--- src/hw/rtl/pls_pkg.sv ---
`default_nettype none

package pls_pkg;

    // default build constants
    localparam int ROUND_LINES_DEF   = 180;
    localparam int LINE_LEDS_DEF     = 26;
    localparam int AVERAGE_COUNT_DEF = 32;

    // fixed field widths
    localparam int CAP_W      = 16;
    localparam int PERIOD_W   = 16;
    localparam int ZERO_W     = 8;
    localparam int BYTES_W    = 7;
    localparam int CFG_DATA_W = 16;
    localparam int CFG_IDX_W  = 2;
    localparam int NUM_PTR    = 3;

    // register reset values
    localparam logic [ZERO_W-1:0]   ZERO_LINE_RST  = 8'd95;
    localparam logic [PERIOD_W-1:0] MIN_PERIOD_RST = 16'd3500;
    localparam logic [PERIOD_W-1:0] MAX_PERIOD_RST = 16'd65000;

    // transfer sizes of the markers
    localparam logic [BYTES_W-1:0] START_BYTES = 7'd4;
    localparam logic [BYTES_W-1:0] END_BYTES   = 7'd5;

    typedef enum logic [1:0] {
        KIND_TICK = 2'd0,
        KIND_DONE = 2'd1,
        KIND_HALL = 2'd2
    } kind_t;

    typedef enum logic [2:0] {
        ACT_START  = 3'd0,
        ACT_LINE   = 3'd1,
        ACT_END    = 3'd2,
        ACT_RELOAD = 3'd3,
        ACT_FAULT  = 3'd4
    } action_t;

    typedef enum logic [1:0] {
        PHASE_LINES = 2'd0,
        PHASE_END   = 2'd1,
        PHASE_CLOSE = 2'd2
    } phase_t;

    typedef enum logic [CFG_IDX_W-1:0] {
        CFG_ZERO_LINE  = 2'd0,
        CFG_MIN_PERIOD = 2'd1,
        CFG_MAX_PERIOD = 2'd2
    } cfg_index_t;

    // control carried by the input register
    typedef struct packed {
        logic  valid;
        kind_t kind;
        logic  avg_due;
    } stage_t;

    // result of the frame sequencer
    typedef struct packed {
        logic               hit;
        action_t            action;
        logic [BYTES_W-1:0] bytes;
    } frame_res_t;

    // result of the period check
    typedef struct packed {
        logic                hit;
        action_t             action;
        logic [PERIOD_W-1:0] reload;
    } period_res_t;

endpackage

`default_nettype wire

--- src/hw/rtl/pls_capture_acc.sv ---
`default_nettype none

module pls_capture_acc
    import pls_pkg::*;
#(
    parameter int AVERAGE_COUNT = AVERAGE_COUNT_DEF,
    parameter int SUM_W         = $clog2(AVERAGE_COUNT) + CAP_W
) (
    input  wire logic             aclk,
    input  wire logic             aresetn,
    input  wire logic             accept,
    input  wire logic             adv,
    input  wire logic [1:0]       kind,
    input  wire logic [CAP_W-1:0] captured_period,
    output stage_t                stage,
    output logic [SUM_W-1:0]      sum_total
);

    localparam int CNT_W = (AVERAGE_COUNT > 1) ? $clog2(AVERAGE_COUNT) : 1;
    localparam logic [CNT_W-1:0] CNT_LAST = CNT_W'(AVERAGE_COUNT - 1);

    stage_t           stage_reg, stage_next;
    logic [SUM_W-1:0] total_reg, total_next;
    logic [CNT_W-1:0] count_reg, count_next;
    logic [SUM_W-1:0] sum_reg, sum_next;
    logic [SUM_W-1:0] sum_add;
    logic             due;

    // accumulate captures as they enter, so the divide sees a ready total
    always_comb begin
        sum_add    = sum_reg + SUM_W'(captured_period);
        due        = (count_reg == CNT_LAST);
        stage_next = stage_reg;
        total_next = total_reg;
        count_next = count_reg;
        sum_next   = sum_reg;
        if (adv) begin
            stage_next.valid = 1'b0;
        end
        if (accept) begin
            stage_next.valid   = 1'b1;
            stage_next.kind    = kind_t'(kind);
            stage_next.avg_due = 1'b0;
            total_next         = sum_add;
            if (kind_t'(kind) == KIND_HALL) begin
                stage_next.avg_due = due;
                if (due) begin
                    count_next = '0;
                    sum_next   = '0;
                end else begin
                    count_next = count_reg + CNT_W'(1);
                    sum_next   = sum_add;
                end
            end
        end
    end

    // input register and accumulator
    always_ff @(posedge aclk) begin
        if (!aresetn) begin
            stage_reg <= '0;
            count_reg <= '0;
            sum_reg   <= '0;
        end else begin
            stage_reg <= stage_next;
            count_reg <= count_next;
            sum_reg   <= sum_next;
        end
    end

    always_ff @(posedge aclk) begin
        total_reg <= total_next;
    end

    assign stage     = stage_reg;
    assign sum_total = total_reg;

endmodule

`default_nettype wire

--- src/hw/rtl/pls_frame_seq.sv ---
`default_nettype none

module pls_frame_seq
    import pls_pkg::*;
#(
    parameter int ROUND_LINES = ROUND_LINES_DEF,
    parameter int LINE_LEDS   = LINE_LEDS_DEF,
    parameter int LED_W       = $clog2(ROUND_LINES * LINE_LEDS)
) (
    input  wire logic              aclk,
    input  wire logic              aresetn,
    input  wire logic              adv,
    input  wire stage_t            stage,
    input  wire logic [ZERO_W-1:0] zero_line_offset,
    output frame_res_t             res,
    output logic [LED_W-1:0]       start_led
);

    localparam int BUF_SIZE   = ROUND_LINES * LINE_LEDS;
    localparam int THIRD_DIFF = (ROUND_LINES / 3) * LINE_LEDS;
    localparam int OFF0       = ((2 * THIRD_DIFF) % BUF_SIZE + BUF_SIZE - LINE_LEDS)
                                % BUF_SIZE;
    localparam int OFF1       = (THIRD_DIFF % BUF_SIZE + BUF_SIZE - LINE_LEDS) % BUF_SIZE;
    localparam int LINE_BYTES = (4 * LINE_LEDS) % (1 << BYTES_W);
    localparam int ZERO_DEPTH = 1 << ZERO_W;

    localparam logic [LED_W-1:0] PTR0_RST = LED_W'((2 * THIRD_DIFF) % BUF_SIZE);
    localparam logic [LED_W-1:0] PTR1_RST = LED_W'(THIRD_DIFF % BUF_SIZE);
    localparam logic [LED_W:0]   BUF_EXT  = (LED_W + 1)'(BUF_SIZE);
    localparam logic [LED_W:0]   LEDS_EXT = (LED_W + 1)'(LINE_LEDS);

    phase_t           phase_reg, phase_next;
    logic             busy_reg, busy_next;
    logic [1:0]       slot_reg, slot_next;
    logic             resync_reg, resync_next;
    logic [LED_W-1:0] ptr_reg [NUM_PTR];
    logic [LED_W-1:0] ptr_next [NUM_PTR];
    logic [LED_W-1:0] resync_tab [ZERO_DEPTH];
    logic [1:0]       slot;
    logic [LED_W:0]   sync0, sync1, step;
    logic [LED_W-1:0] sync2;

    // resync line for every zero offset, worked out at elaboration
    for (genvar g = 0; g < ZERO_DEPTH; g++) begin : g_tab
        localparam int P2 = (LINE_LEDS * g + BUF_SIZE - LINE_LEDS) % BUF_SIZE;
        assign resync_tab[g] = LED_W'(P2);
    end

    // frame sequence and pointer update
    always_comb begin
        phase_next  = phase_reg;
        busy_next   = busy_reg;
        slot_next   = slot_reg;
        resync_next = resync_reg;
        ptr_next    = ptr_reg;
        res         = '0;
        start_led   = '0;
        step        = '0;
        slot        = (slot_reg < 2'd3) ? slot_reg : 2'd2;
        sync2       = resync_tab[zero_line_offset];
        sync0       = {1'b0, sync2} + (LED_W + 1)'(OFF0);
        sync1       = {1'b0, sync2} + (LED_W + 1)'(OFF1);
        if (sync0 >= BUF_EXT) begin
            sync0 = sync0 - BUF_EXT;
        end
        if (sync1 >= BUF_EXT) begin
            sync1 = sync1 - BUF_EXT;
        end
        if (adv && stage.valid) begin
            case (stage.kind)
                KIND_TICK: begin
                    if (!busy_reg) begin
                        busy_next  = 1'b1;
                        res.hit    = 1'b1;
                        res.action = ACT_START;
                        res.bytes  = START_BYTES;
                        if (resync_reg) begin
                            ptr_next[0] = sync0[LED_W-1:0];
                            ptr_next[1] = sync1[LED_W-1:0];
                            ptr_next[2] = sync2;
                            resync_next = 1'b0;
                        end
                    end
                end
                KIND_DONE: begin
                    case (phase_reg)
                        PHASE_LINES: begin
                            res.hit    = 1'b1;
                            res.action = ACT_LINE;
                            res.bytes  = BYTES_W'(LINE_BYTES);
                            start_led  = ptr_reg[slot];
                            slot_next  = slot + 2'd1;
                            if (slot == 2'd2) begin
                                phase_next = PHASE_END;
                            end
                        end
                        PHASE_END: begin
                            res.hit    = 1'b1;
                            res.action = ACT_END;
                            res.bytes  = END_BYTES;
                            phase_next = PHASE_CLOSE;
                        end
                        default: begin
                            // frame close: advance each pointer one line
                            phase_next = PHASE_LINES;
                            slot_next  = 2'd0;
                            busy_next  = 1'b0;
                            for (int i = 0; i < NUM_PTR; i++) begin
                                step = {1'b0, ptr_reg[i]} + LEDS_EXT;
                                if (step >= BUF_EXT) begin
                                    step = step - BUF_EXT;
                                end
                                ptr_next[i] = step[LED_W-1:0];
                            end
                        end
                    endcase
                end
                KIND_HALL: begin
                    resync_next = 1'b1;
                end
                default: begin
                end
            endcase
        end
    end

    // sequencer state
    always_ff @(posedge aclk) begin
        if (!aresetn) begin
            phase_reg  <= PHASE_LINES;
            busy_reg   <= 1'b0;
            slot_reg   <= 2'd0;
            resync_reg <= 1'b0;
            ptr_reg[0] <= PTR0_RST;
            ptr_reg[1] <= PTR1_RST;
            ptr_reg[2] <= '0;
        end else begin
            phase_reg  <= phase_next;
            busy_reg   <= busy_next;
            slot_reg   <= slot_next;
            resync_reg <= resync_next;
            ptr_reg    <= ptr_next;
        end
    end

endmodule

`default_nettype wire

--- src/hw/rtl/pls_period_check.sv ---
`default_nettype none

module pls_period_check
    import pls_pkg::*;
#(
    parameter int ROUND_LINES   = ROUND_LINES_DEF,
    parameter int AVERAGE_COUNT = AVERAGE_COUNT_DEF,
    parameter int SUM_W         = $clog2(AVERAGE_COUNT) + CAP_W
) (
    input  wire stage_t                stage,
    input  wire logic                  adv,
    input  wire logic [SUM_W-1:0]      sum_total,
    input  wire logic [PERIOD_W-1:0]   min_line_period,
    input  wire logic [PERIOD_W-1:0]   max_line_period,
    output period_res_t                res
);

    // exact divide by the line count through a rounded-up reciprocal
    localparam int          SHIFT = SUM_W + $clog2(ROUND_LINES);
    localparam int          MUL_W = SUM_W + 1;
    localparam int          Q_W   = SUM_W + MUL_W - SHIFT;
    localparam int          CMP_W = (Q_W > PERIOD_W) ? Q_W : PERIOD_W;
    localparam logic [63:0] RECIP = ((64'd1 << SHIFT) + 64'(ROUND_LINES) - 64'd1)
                                    / 64'(ROUND_LINES);

    logic [SUM_W+MUL_W-1:0] product;
    logic [Q_W-1:0]         avg;
    logic [CMP_W-1:0]       avg_ext;
    logic                   in_range;

    assign product  = sum_total * RECIP[MUL_W-1:0];
    assign avg      = product[SHIFT +: Q_W];
    assign avg_ext  = CMP_W'(avg);
    assign in_range = (avg_ext > CMP_W'(min_line_period))
                   && (avg_ext < CMP_W'(max_line_period));

    // reload or fault once a full set of captures is in
    always_comb begin
        res = '0;
        if (adv && stage.valid && stage.kind == KIND_HALL && stage.avg_due) begin
            res.hit = 1'b1;
            if (in_range) begin
                res.action = ACT_RELOAD;
                res.reload = PERIOD_W'(avg_ext - CMP_W'(2));
            end else begin
                res.action = ACT_FAULT;
            end
        end
    end

endmodule

`default_nettype wire

--- src/hw/rtl/pov_line_scheduler.sv ---
// a result beat passes the input register and then the single output register
// throughput: one event per cycle while the output register is empty or being taken
// events that give no result still pass the input register
// reset: synchronous active-low aresetn returns pointers, counters and registers
// to their defaults at once (data registers excepted); there is no clearing pass
`default_nettype none

module pov_line_scheduler
    import pls_pkg::*;
#(
    parameter int ROUND_LINES   = ROUND_LINES_DEF,
    parameter int LINE_LEDS     = LINE_LEDS_DEF,
    parameter int AVERAGE_COUNT = AVERAGE_COUNT_DEF,
    parameter int LED_W         = $clog2(ROUND_LINES * LINE_LEDS)
) (
    input  wire logic                  aclk,
    input  wire logic                  aresetn,
    input  wire logic                  cfg_wen,
    input  wire logic [CFG_IDX_W-1:0]  cfg_index,
    input  wire logic [CFG_DATA_W-1:0] cfg_wdata,
    input  wire logic                  s_valid,
    output logic                       s_ready,
    input  wire logic [1:0]            s_kind,
    input  wire logic [CAP_W-1:0]      s_captured_period,
    output logic                       m_valid,
    input  wire logic                  m_ready,
    output logic [2:0]                 m_action,
    output logic [LED_W-1:0]           m_start_led,
    output logic [BYTES_W-1:0]         m_byte_count,
    output logic [PERIOD_W-1:0]        m_reload_value
);

    localparam int SUM_W = $clog2(AVERAGE_COUNT) + CAP_W;

    logic [ZERO_W-1:0]   zero_reg;
    logic [PERIOD_W-1:0] min_reg;
    logic [PERIOD_W-1:0] max_reg;

    stage_t              stage;
    logic [SUM_W-1:0]    sum_total;
    frame_res_t          fres;
    period_res_t         pres;
    logic [LED_W-1:0]    led;

    logic                out_free, adv, accept;
    logic                m_valid_reg, m_valid_next;
    action_t             action_reg, action_next;
    logic [LED_W-1:0]    led_reg, led_next;
    logic [BYTES_W-1:0]  bytes_reg, bytes_next;
    logic [PERIOD_W-1:0] reload_reg, reload_next;

    // handshake: the input register moves on whenever the output register is free
    assign out_free = !m_valid_reg || m_ready;
    assign adv      = stage.valid && out_free;
    assign s_ready  = !stage.valid || out_free;
    assign accept   = s_valid && s_ready;

    // configuration registers
    always_ff @(posedge aclk) begin
        if (!aresetn) begin
            zero_reg <= ZERO_LINE_RST;
            min_reg  <= MIN_PERIOD_RST;
            max_reg  <= MAX_PERIOD_RST;
        end else if (cfg_wen) begin
            case (cfg_index_t'(cfg_index))
                CFG_ZERO_LINE:  zero_reg <= cfg_wdata[ZERO_W-1:0];
                CFG_MIN_PERIOD: min_reg  <= cfg_wdata[PERIOD_W-1:0];
                CFG_MAX_PERIOD: max_reg  <= cfg_wdata[PERIOD_W-1:0];
                default: begin
                end
            endcase
        end
    end

    pls_capture_acc #(
        .AVERAGE_COUNT (AVERAGE_COUNT),
        .SUM_W         (SUM_W)
    ) u_acc (
        .aclk            (aclk),
        .aresetn         (aresetn),
        .accept          (accept),
        .adv             (adv),
        .kind            (s_kind),
        .captured_period (s_captured_period),
        .stage           (stage),
        .sum_total       (sum_total)
    );

    pls_frame_seq #(
        .ROUND_LINES (ROUND_LINES),
        .LINE_LEDS   (LINE_LEDS),
        .LED_W       (LED_W)
    ) u_seq (
        .aclk             (aclk),
        .aresetn          (aresetn),
        .adv              (adv),
        .stage            (stage),
        .zero_line_offset (zero_reg),
        .res              (fres),
        .start_led        (led)
    );

    pls_period_check #(
        .ROUND_LINES   (ROUND_LINES),
        .AVERAGE_COUNT (AVERAGE_COUNT),
        .SUM_W         (SUM_W)
    ) u_chk_period (
        .stage           (stage),
        .adv             (adv),
        .sum_total       (sum_total),
        .min_line_period (min_reg),
        .max_line_period (max_reg),
        .res             (pres)
    );

    // output register: merge whichever unit has a result
    always_comb begin
        m_valid_next = m_valid_reg;
        action_next  = action_reg;
        led_next     = led_reg;
        bytes_next   = bytes_reg;
        reload_next  = reload_reg;
        if (out_free) begin
            m_valid_next = adv && (fres.hit || pres.hit);
        end
        if (adv) begin
            action_next = fres.hit ? fres.action : pres.action;
            led_next    = led;
            bytes_next  = fres.hit ? fres.bytes : '0;
            reload_next = pres.hit ? pres.reload : '0;
        end
    end

    always_ff @(posedge aclk) begin
        if (!aresetn) begin
            m_valid_reg <= 1'b0;
        end else begin
            m_valid_reg <= m_valid_next;
        end
    end

    always_ff @(posedge aclk) begin
        action_reg <= action_next;
        led_reg    <= led_next;
        bytes_reg  <= bytes_next;
        reload_reg <= reload_next;
    end

    assign m_valid        = m_valid_reg;
    assign m_action       = action_reg;
    assign m_start_led    = led_reg;
    assign m_byte_count   = bytes_reg;
    assign m_reload_value = reload_reg;

endmodule

`default_nettype wire

--- config.mk ---
export PLATFORM = sky130hd
export DESIGN_NAME = pov_line_scheduler
export DESIGN_NICKNAME = d
export VERILOG_FILES = /design/src/hw/rtl/pls_pkg.sv /design/src/hw/rtl/pls_capture_acc.sv /design/src/hw/rtl/pls_frame_seq.sv /design/src/hw/rtl/pls_period_check.sv /design/src/hw/rtl/pov_line_scheduler.sv
export SDC_FILE = /design/constraint.sdc
export NUM_CORES = 1
export LEC_CHECK = 0
export BUFFER_PORTS_ARGS = -buffer_cell sky130_fd_sc_hd__buf_2
export CORE_MARGIN = 2
export CORE_UTILIZATION = 30
export CTS_CLUSTER_DIAMETER = 150
export CTS_CLUSTER_SIZE = 24
export DETAILED_ROUTE_END_ITERATION = 6
export PLACE_DENSITY = 0.49
export SLEW_MARGIN = 20
export SYNTH_ARGS = -nofsm -noshare
export SYNTH_HDL_FRONTEND = slang
export SYNTH_SLANG_ARGS = --single-unit
--- constraint.sdc ---
create_clock -name aclk -period 7.4 [get_ports aclk]
set_clock_uncertainty 0.05 [all_clocks]
set_input_delay 0.74 -clock aclk [delete_from_list [all_inputs] [get_ports aclk]]
set_output_delay 0.74 -clock aclk [all_outputs]
set_load 0.05 [all_outputs]
==> summary.txt, run 1 <==
H-tree Lvls - 4
CP Data Required Time - 7.66 ns
max cap viols - 0
simple-gate portion of the synthesized area - 0.154
CTS tree - done
final hold viol count - 0
Final HPWL DP - 46,100 um
most frequent cells in the layout - inv_1, ha_1, buf_4, nand2_1, nor2_1
1st-pass router iterations - 5
GR Overflow Total - 0
Unique masters post-synth - 105
ys async rst share - 0
first-pass GRT wire length - 90,200 um
Slew Viols, Final - 0
TritonCTS Buffers - 17
largest net degree at the start of global routing - 72
Compound-Gate Fraction of Synth Area - 0.194
Post-Synth Adder-Cell Area - 0.292
Final nets - 2,869
Worst Path Arrival - 8.19 ns
Mapped Area - 19,200 sq um
Site Rows - 92
Synth warnings - 0
Setup crit start kind - register
Reg area - 3910 sq um
Slew HR - 0.300
total length of routed wires - 57,100 um
root buffer cell - clkbuf_16
multi-input logic area - 14,300 sq um
vias per inst - 5.04
failing checks - setup timing
Max Freq - 126 MHz
final setup fails - 18
Final Cycle Share - 1.07
IO buf count - 79
Avg Inst Size Synth - 8.55 sq um
Sinks on Clock Net - 168
maximum clock path buffer count - 2
CP Max Fanout - 6
max FFs per register - 36
Synth Area in XOR/XNOR - 0.0531
Ports - 82
vias in the first global route - 16,800
Tmin final - 7.93 ns
worst hold path type - reg2reg
status - finished, violations left
clock-pin slew on the worst setup and hold paths - 0.07 ns
commonest non-fill, non-tap cell in the layout - inv_1
Synth-to-Final Area Change - 20.0%
CP max stage cell - fa_1
GPL Wtd Cong - 0.913
Die W - 257 um
unrepaired setup endpoints after global routing - yes
fillers - 6,485
Gate Count Post-Synth - 2,251
Seq cells post-synth - 168
Hold Buf Count CTS - 0
CP peak stage delay - 0.56 ns
Vias - 16,700
Slew @ Worst Pin - 1.05 ns
largest family of logic cells by synthesized area - adder cells
layout cells sized above 1 - 0.191
post-route cell area - 23,100 sq um
crit end category - register
final worst setup slack - -0.528 ns
type of the worst setup path - reg2reg
ANT cells - 0
dpl cell area - 21,900 sq um
dpl ws - -0.781 ns
core area - 63,200 sq um
initial DRC count - 740
mux cell area share after synthesis - 0.0189
initial antenna violation count - 2
Post-synth EDFFs - 55
Remaining DRCs - 0
die height - 257 um
worst-skew pair later-pin latency - 0.45 ns
total die area - 66,200 sq um
Total GRT Usage - 0.170
top_reg_cell synth - dfxtp_1
post-route ant nets - 0
Initial Util - 0.304
drt wl/cell - 17.2 um
register area share after synthesis - 0.203
==> critical path: cells and delay by family (launching register included) <==
kind                     cells  cell delay (ns)
AND/OR/NAND/NOR              2             0.15
buffers and inverters        6             0.51
flip-flops                   1             0.47
adder cells (fa/ha/maj)      9             3.57
AO/OA/AOI/OAI               19             3.03
==> final timing paths <==
path | start | endpoint | slack (ns) | cells after the start
setup / recovery | u_acc.sum_total[15] | m_reload_value[8] | -0.53 | 36
setup reg to reg | u_acc.sum_total[15] | m_reload_value[8] | -0.53 | 36
hold reg to reg | min_reg[12] | min_reg[12] | 0.40 | 2
hold / removal | min_reg[12] | min_reg[12] | 0.40 | 2
==> stage by stage <==
stage                     hold WS (ns)  utilization  setup TNS, ns  instances
after global routing             0.427        0.365         -15.06       3313
final                            0.405        0.365          -8.74       3313
after floorplan                  0.383            -          -2.35       2253
after CTS                        0.407        0.362          -8.47       3308
after global placement           0.397        0.346         -11.43       3258
after detailed placement         0.397        0.346         -13.27       3258
==> cell usage after synthesis (all sizes together) (40+ instances only) <==
master | n | area (sq um)
inv | 288 | 1080
ha | 251 | 3140
nor2 | 172 | 651
nand2 | 167 | 627
a21oi | 154 | 774
fa | 123 | 2460
dfxtp | 113 | 2260
o21ai | 86 | 430
clkbuf | 77 | 290
xnor2 | 74 | 648
edfxtp | 55 | 1650
o211ai | 44 | 330
xor2 | 40 | 350
==> cell type report <==
type | count | area share
timing repair buffer | 298 | 0.0893
inverter | 291 | 0.0473
tap | 846 | 0.0459
clock buffer | 17 | 0.0184
clock inverter | 15 | 0.00786
multi-input combinational | 1678 | 0.622
sequential | 168 | 0.170
==> routing by layer <==
layer,vias to the layer above,share of wire,global-route usage
met3,67,0.030,0.0196
met1,8092,0.44,0.214
met2,244,0.50,0.307
met4,2,0.021,0.0460
met5,-,0.00023,0
li1,8277,-,-
==> kinds of logic after synthesis <==
| kind of cell | after synthesis |
|---|---|
| compound gates | 548 |
| buf+inv | 407 |
| simple gates | 602 |
| flops | 168 |
| other cells | 1 |
| mux | 35 |
| fa+ha+maj | 375 |
| xor+xnor | 115 |
==> what timing repair did <==
action                                  in CTS  in global routing
cloned                                       1                  0
endpoints found under the setup margin      18                 18
pin swaps                                   37                 22
resized for setup                           54                 34
buffers inserted                            17                  5
Power of run 1 is left out: the tool's default activity adds up to more than one toggle a clock period on the data nets, which glitch-free logic cannot reach.
==> run 2: changes to the inputs <==
Settings changed: PLACE_DENSITY 0.49 to 0.48, SYNTH_HIERARCHICAL from default to 1.
Clock period 7.4 ns to 9.9 ns, I/O delays scaled along.
==> summary.txt, run 2 <==
status - complete, no violations (was finished, violations left)
Reg area - 4070 sq um (was 3910 sq um)
most frequent cells in the layout - inv_1, ha_1, nand2_1, nor2_1, a21oi_1 (was inv_1, ha_1, buf_4, nand2_1, nor2_1)
multi-input logic area - 15,400 sq um (was 14,300 sq um)
Commonest cells post-synth - inv_1, ha_1, nand2_1, nor2_1, a21oi_1 (was inv_1, ha_1, nor2_1, nand2_1, a21oi_1)
CP Max Fanout - 16 (was 6)
largest area contributor in the netlist - ha_1 (unchanged)
Final HPWL DP - 49,500 um (was 46,100 um)
core area - 70,000 sq um (was 63,200 sq um)
H-tree Lvls - 4 (unchanged)
Total GRT Usage - 0.170 (about the same)
worst hold path type - reg2reg (unchanged)
Sinks on Clock Net - 173 (was 168)
post-route ant nets - 0 (unchanged)
CP Data Required Time - 10.06 ns (was 7.66 ns)
clock-pin slew on the worst setup and hold paths - 0.08 ns (was 0.07 ns)
drt wl/cell - 18.4 um (was 17.2 um)
crit end category - register (unchanged)
TritonCTS Buffers - 17 (unchanged)
max cap viols - 0 (unchanged)
Remaining DRCs - 0 (unchanged)
commonest non-fill, non-tap cell in the layout - inv_1 (unchanged)
CTS tree - done (unchanged)
Tmin final - 9.30 ns (was 7.93 ns)
Final nets - 2,824 (was 2,869)
Slew HR - 0.322 (was 0.300)
maximum clock path buffer count - 2 (unchanged)
top_reg_cell synth - dfxtp_1 (unchanged)
Synth-to-Final Area Change - 7.84% (was 20.0%)
IO buf count - 81 (was 79)
GPL Wtd Cong - 0.886 (was 0.913)
total length of routed wires - 62,200 um (was 57,100 um)
GR Overflow Total - 0 (unchanged)
Initial Util - 0.303 (was 0.304)
Unique masters post-synth - 126 (was 105)
first-pass GRT wire length - 98,900 um (was 90,200 um)
Slew @ Worst Pin - 1.02 ns (was 1.05 ns)
fillers - 7,425 (was 6,485)
Vias - 17,700 (was 16,700)
1st-pass router iterations - 5 (unchanged)
final hold viol count - 0 (unchanged)
Synth warnings - 6 (was 0)
unrepaired setup endpoints after global routing - no (was yes)
max FFs per register - 36 (unchanged)
initial antenna violation count - 3 (was 2)
Die W - 270 um (was 257 um)
register area share after synthesis - 0.192 (was 0.203)
die height - 270 um (was 257 um)
worst-skew pair later-pin latency - 0.47 ns (was 0.45 ns)
CP peak stage delay - 0.61 ns (was 0.56 ns)
Mapped Area - 21,200 sq um (was 19,200 sq um)
root buffer cell - clkbuf_16 (unchanged)
ys async rst share - 0 (unchanged)
Gate Count Post-Synth - 2,431 (was 2,251)
Max Freq - 108 MHz (was 126 MHz)
Final Cycle Share - 0.940 (was 1.07)
Ports - 82 (unchanged)
total die area - 72,800 sq um (was 66,200 sq um)
vias per inst - 5.25 (was 5.04)
largest net degree at the start of global routing - 79 (was 72)
Site Rows - 97 (was 92)
top-area cell type share of the netlist area - 0.142 (was 0.163)
setup_tns - 0 ns (was -8.74 ns)
Worst Path Arrival - 9.46 ns (was 8.19 ns)
# resized after CTS - 0 (was 54)
CP max stage cell - a2111oi_2 (was fa_1)
final setup fails - 0 (was 18)
Avg Inst Size Synth - 8.71 sq um (was 8.55 sq um)
top-count cell post-synth - inv_1 (unchanged)
Setup crit start kind - register (unchanged)
setup bufs post-CTS - 0 (was 17)
type of the worst setup path - reg2reg (unchanged)
Post-synth EDFFs - 60 (was 55)
crit-path most repeated cell - fa_1
layout cells sized above 1 - 0.101 (was 0.191)
Slew Viols, Final - 0 (unchanged)
Hold Buf Count CTS - 0 (unchanged)
vias in the first global route - 17,600 (was 16,800)
initial DRC count - 1,092 (was 740)
synth top area cells - ha_1, fa_1, dfxtp_1 (unchanged)
Seq cells post-synth - 173 (was 168)
[run 2: stage by stage]
step	std cells	hold slack [ns]	setup WS (ns)	util	area, sq um
after global routing	3372	0.426	0.0999	0.326	22800
after CTS	3371	0.417	0.562	0.326	22800
after detailed placement	3339	0.406	0.632	0.318	22300
after floorplan	2434	0.381	1.41	-	21200
final	3373	0.413	0.599	0.326	22800
after global placement	3339	0.393	0.743	0.318	22300
[run 2: cells by family (layout without fill, tap and decap cells)]
family | Yosys count | count (layout) | synth area share
simple gates | 706 | 706 | 0.180
compound gates | 574 | 574 | 0.198
buf+inv | 422 | 419 | 0.0830
fa+ha+maj | 368 | 368 | 0.261
flops | 173 | 173 | 0.192
xor+xnor | 116 | 116 | 0.0507
mux | 71 | 71 | 0.0354
other cells | 1 | 6 | 0.000177
[run 2: path summary, 6_finish.rpt]
kind,start,endpoint,slack (ns),depth (start not counted)
worst max-delay path,u_acc/sum_total[13],m_action[0],0.60,28
worst min-delay path,max_reg[1],max_reg[1],0.41,2
worst max register to register,u_acc/sum_total[13],m_action[0],0.60,28
worst min register to register,max_reg[1],max_reg[1],0.41,2
[run 2: critical path, delay by kind of cell, from the launching register on]
kind | cells | cell delay, ns
XOR/XNOR | 1 | 0.20
AO/OA/AOI/OAI | 8 | 2.25
multiplexers | 1 | 0.30
AND/OR/NAND/NOR | 5 | 1.17
flip-flops | 1 | 0.49
adder cells (fa/ha/maj) | 9 | 4.34
buffers and inverters | 4 | 0.23
[run 2: final cells by class]
cell class              instances  share of cell area
diodes                          2            0.000219
clock buffers                  20              0.0200
clock inverters                12             0.00466
inverters                     284              0.0467
multi-input cells            1839               0.674
flip-flops and latches        173               0.178
well taps                     940              0.0515
repair buffers                103              0.0251
[run 2: routing by layer]
metal / track usage / wire length (um) / vias up
met4: 0.0458 / 1290 / 0
met5: 0 / 0 / -
met3: 0.0249 / 2450 / 68
li1: - / - / 8614
met2: 0.289 / 29900 / 330
met1: 0.225 / 28500 / 8690
Power of run 2 is left out for the same reason.
==> run 3: changes to the inputs <==
Clock period 9.9 ns to 10.5 ns, I/O delays scaled along.
==> summary.txt, run 3 (same netlist as run 2, synthesis figures left out) <==
status - complete, no violations (unchanged)
total length of routed wires - 62,600 um (was 62,200 um)
commonest non-fill, non-tap cell in the layout - inv_1 (unchanged)
core area - 70,000 sq um (unchanged)
WHS Endpoint - min_reg[4] (was max_reg[1])
non-filler cells, final - 3,371 (was 3,373)
GPL Wtd Cong - 0.864 (was 0.886)
worst hold path type - reg2reg (unchanged)
clock-pin slew on the worst setup and hold paths - 0.07 ns (was 0.08 ns)
unrepaired setup endpoints after global routing - no (unchanged)
Worst Path Arrival - 9.54 ns (was 9.46 ns)
Slew @ Worst Pin - 0.988 ns (was 1.02 ns)
# resized after CTS - 0 (unchanged)
Setup crit start kind - register (unchanged)
Max Freq - 107 MHz (was 108 MHz)
Core Util, Final - 0.326 (about the same)
root buffer cell - clkbuf_16 (unchanged)
die height - 270 um (unchanged)
most frequent cells in the layout - inv_1, ha_1, nand2_1, nor2_1, a21oi_1 (unchanged)
Final Cycle Share - 0.893 (was 0.940)
R2R depth - 28 (unchanged)
total die area - 72,800 sq um (unchanged)
R2R Path Start - u_acc/sum_total[14] (was u_acc/sum_total[13])
vias per inst - 5.23 (was 5.25)
1st-pass router iterations - 5 (unchanged)
IO buf count - 81 (unchanged)
placed insts - 3,337 (was 3,339)
Slew HR - 0.342 (was 0.322)
setup bufs post-CTS - 0 (unchanged)
post-route ant nets - 0 (unchanged)
setup_tns - 0 ns (unchanged)
fillers - 7,379 (was 7,425)
Hold Buf Count CTS - 0 (unchanged)
Slew Viols, Final - 0 (unchanged)
CP Max Fanout - 16 (unchanged)
CP peak stage delay - 0.63 ns (was 0.61 ns)
Total GRT Usage - 0.171 (was 0.170)
final hold viol count - 0 (unchanged)
crit-path most repeated cell - fa_1 (unchanged)
CTS tree - done (unchanged)
Synth-to-Final Area Change - 7.87% (was 7.84%)
hold depth - 2 (unchanged)
initial antenna violation count - 1 (was 3)
maximum clock path buffer count - 2 (unchanged)
largest net degree at the start of global routing - 80 (was 79)
CP Data Required Time - 10.67 ns (was 10.06 ns)
startpoint of the worst hold path - min_reg[4] (was max_reg[1])
Remaining DRCs - 0 (unchanged)
worst-skew pair later-pin latency - 0.48 ns (was 0.47 ns)
initial DRC count - 1,022 (was 1,092)
Ports - 82 (unchanged)
worst reg-to-reg setup slack - 1.12 ns (was 0.60 ns)
CP max stage cell - a2111oi_2 (unchanged)
first-pass GRT wire length - 98,800 um (was 98,900 um)
drt wl/cell - 18.6 um (was 18.4 um)
crit end category - register (unchanged)
Final nets - 2,822 (was 2,824)
TritonCTS Buffers - 17 (unchanged)
Initial Util - 0.303 (unchanged)
Site Rows - 97 (unchanged)
final setup fails - 0 (unchanged)
Vias - 17,600 (was 17,700)
RR Endpoint - m_action[1] (was m_action[0])
GR Overflow Total - 0 (unchanged)
type of the worst setup path - reg2reg (unchanged)
Die W - 270 um (unchanged)
Final HPWL DP - 49,600 um (was 49,500 um)
layout cells sized above 1 - 0.100 (was 0.101)
vias in the first global route - 17,500 (was 17,600)
max FFs per register - 36 (unchanged)
max cap viols - 0 (unchanged)
H-tree Lvls - 4 (unchanged)
Sinks on Clock Net - 173 (unchanged)
Tmin final - 9.38 ns (was 9.30 ns)
[run 3: cell types whose count changed in the layout (fill, tap and decap cells not counted), sizes merged]
cell | before | now
buf | 103 | 101
clkinvlp | 0 | 1
clkbuf | 20 | 19
[run 3: through the flow]
step | setup slack [ns] | hold slack (ns) | cell area [sq um]
floorplan | 2.01 | 0.381 | 21200
global placement | 1.33 | 0.393 | 22300
detailed placement | 1.21 | 0.399 | 22300
CTS | 1.16 | 0.411 | 22800
global route | 0.701 | 0.426 | 22800
finish | 1.12 | 0.410 | 22900
[run 3: worst max-delay path by stage]
stage,slack (ns),to,cells past startpoint,start
4_1_cts,1.16,m_action[1],28,u_acc/sum_total[13]
6_report,1.12,m_action[1],28,u_acc/sum_total[14]
2_1_floorplan,2.01,m_action[1],30,u_acc/sum_total[13]
3_5_place_dp,1.21,m_action[1],28,u_acc/sum_total[14]
5_1_grt,0.70,m_action[1],28,u_acc/sum_total[14]
3_3_place_gp,1.33,m_action[1],28,u_acc/sum_total[14]
[run 3: layout make-up]
type / count / area, sq um / share of cell area
inverters: 284 / 1070 / 0.0467
clock inverters: 13 / 130 / 0.00569
clock buffers: 19 / 453 / 0.0198
repair buffers: 101 / 558 / 0.0244
flip-flops and latches: 173 / 4070 / 0.178
multi-input cells: 1839 / 15400 / 0.674
diodes: 2 / 5.00 / 0.000219
well taps: 940 / 1180 / 0.0515
[run 3: routing by layer]
layer / vias up / global-route usage / routed length [um]
met5: - / 0 / 0
met4: 0 / 0.0482 / 1270
met3: 66 / 0.0241 / 2390
met2: 334 / 0.287 / 30200
met1: 8617 / 0.228 / 28700
li1: 8608 / - / -
[run 3: critical path, delay by kind of cell (launching register included)]
family,cells,cell delay [ns]
xor+xnor,1,0.38
buf+inv,4,0.22
compound gates,8,2.22
mux,1,0.32
simple gates,5,1.20
flops,1,0.50
fa+ha+maj,9,4.21
Power of run 3 is left out for the same reason.
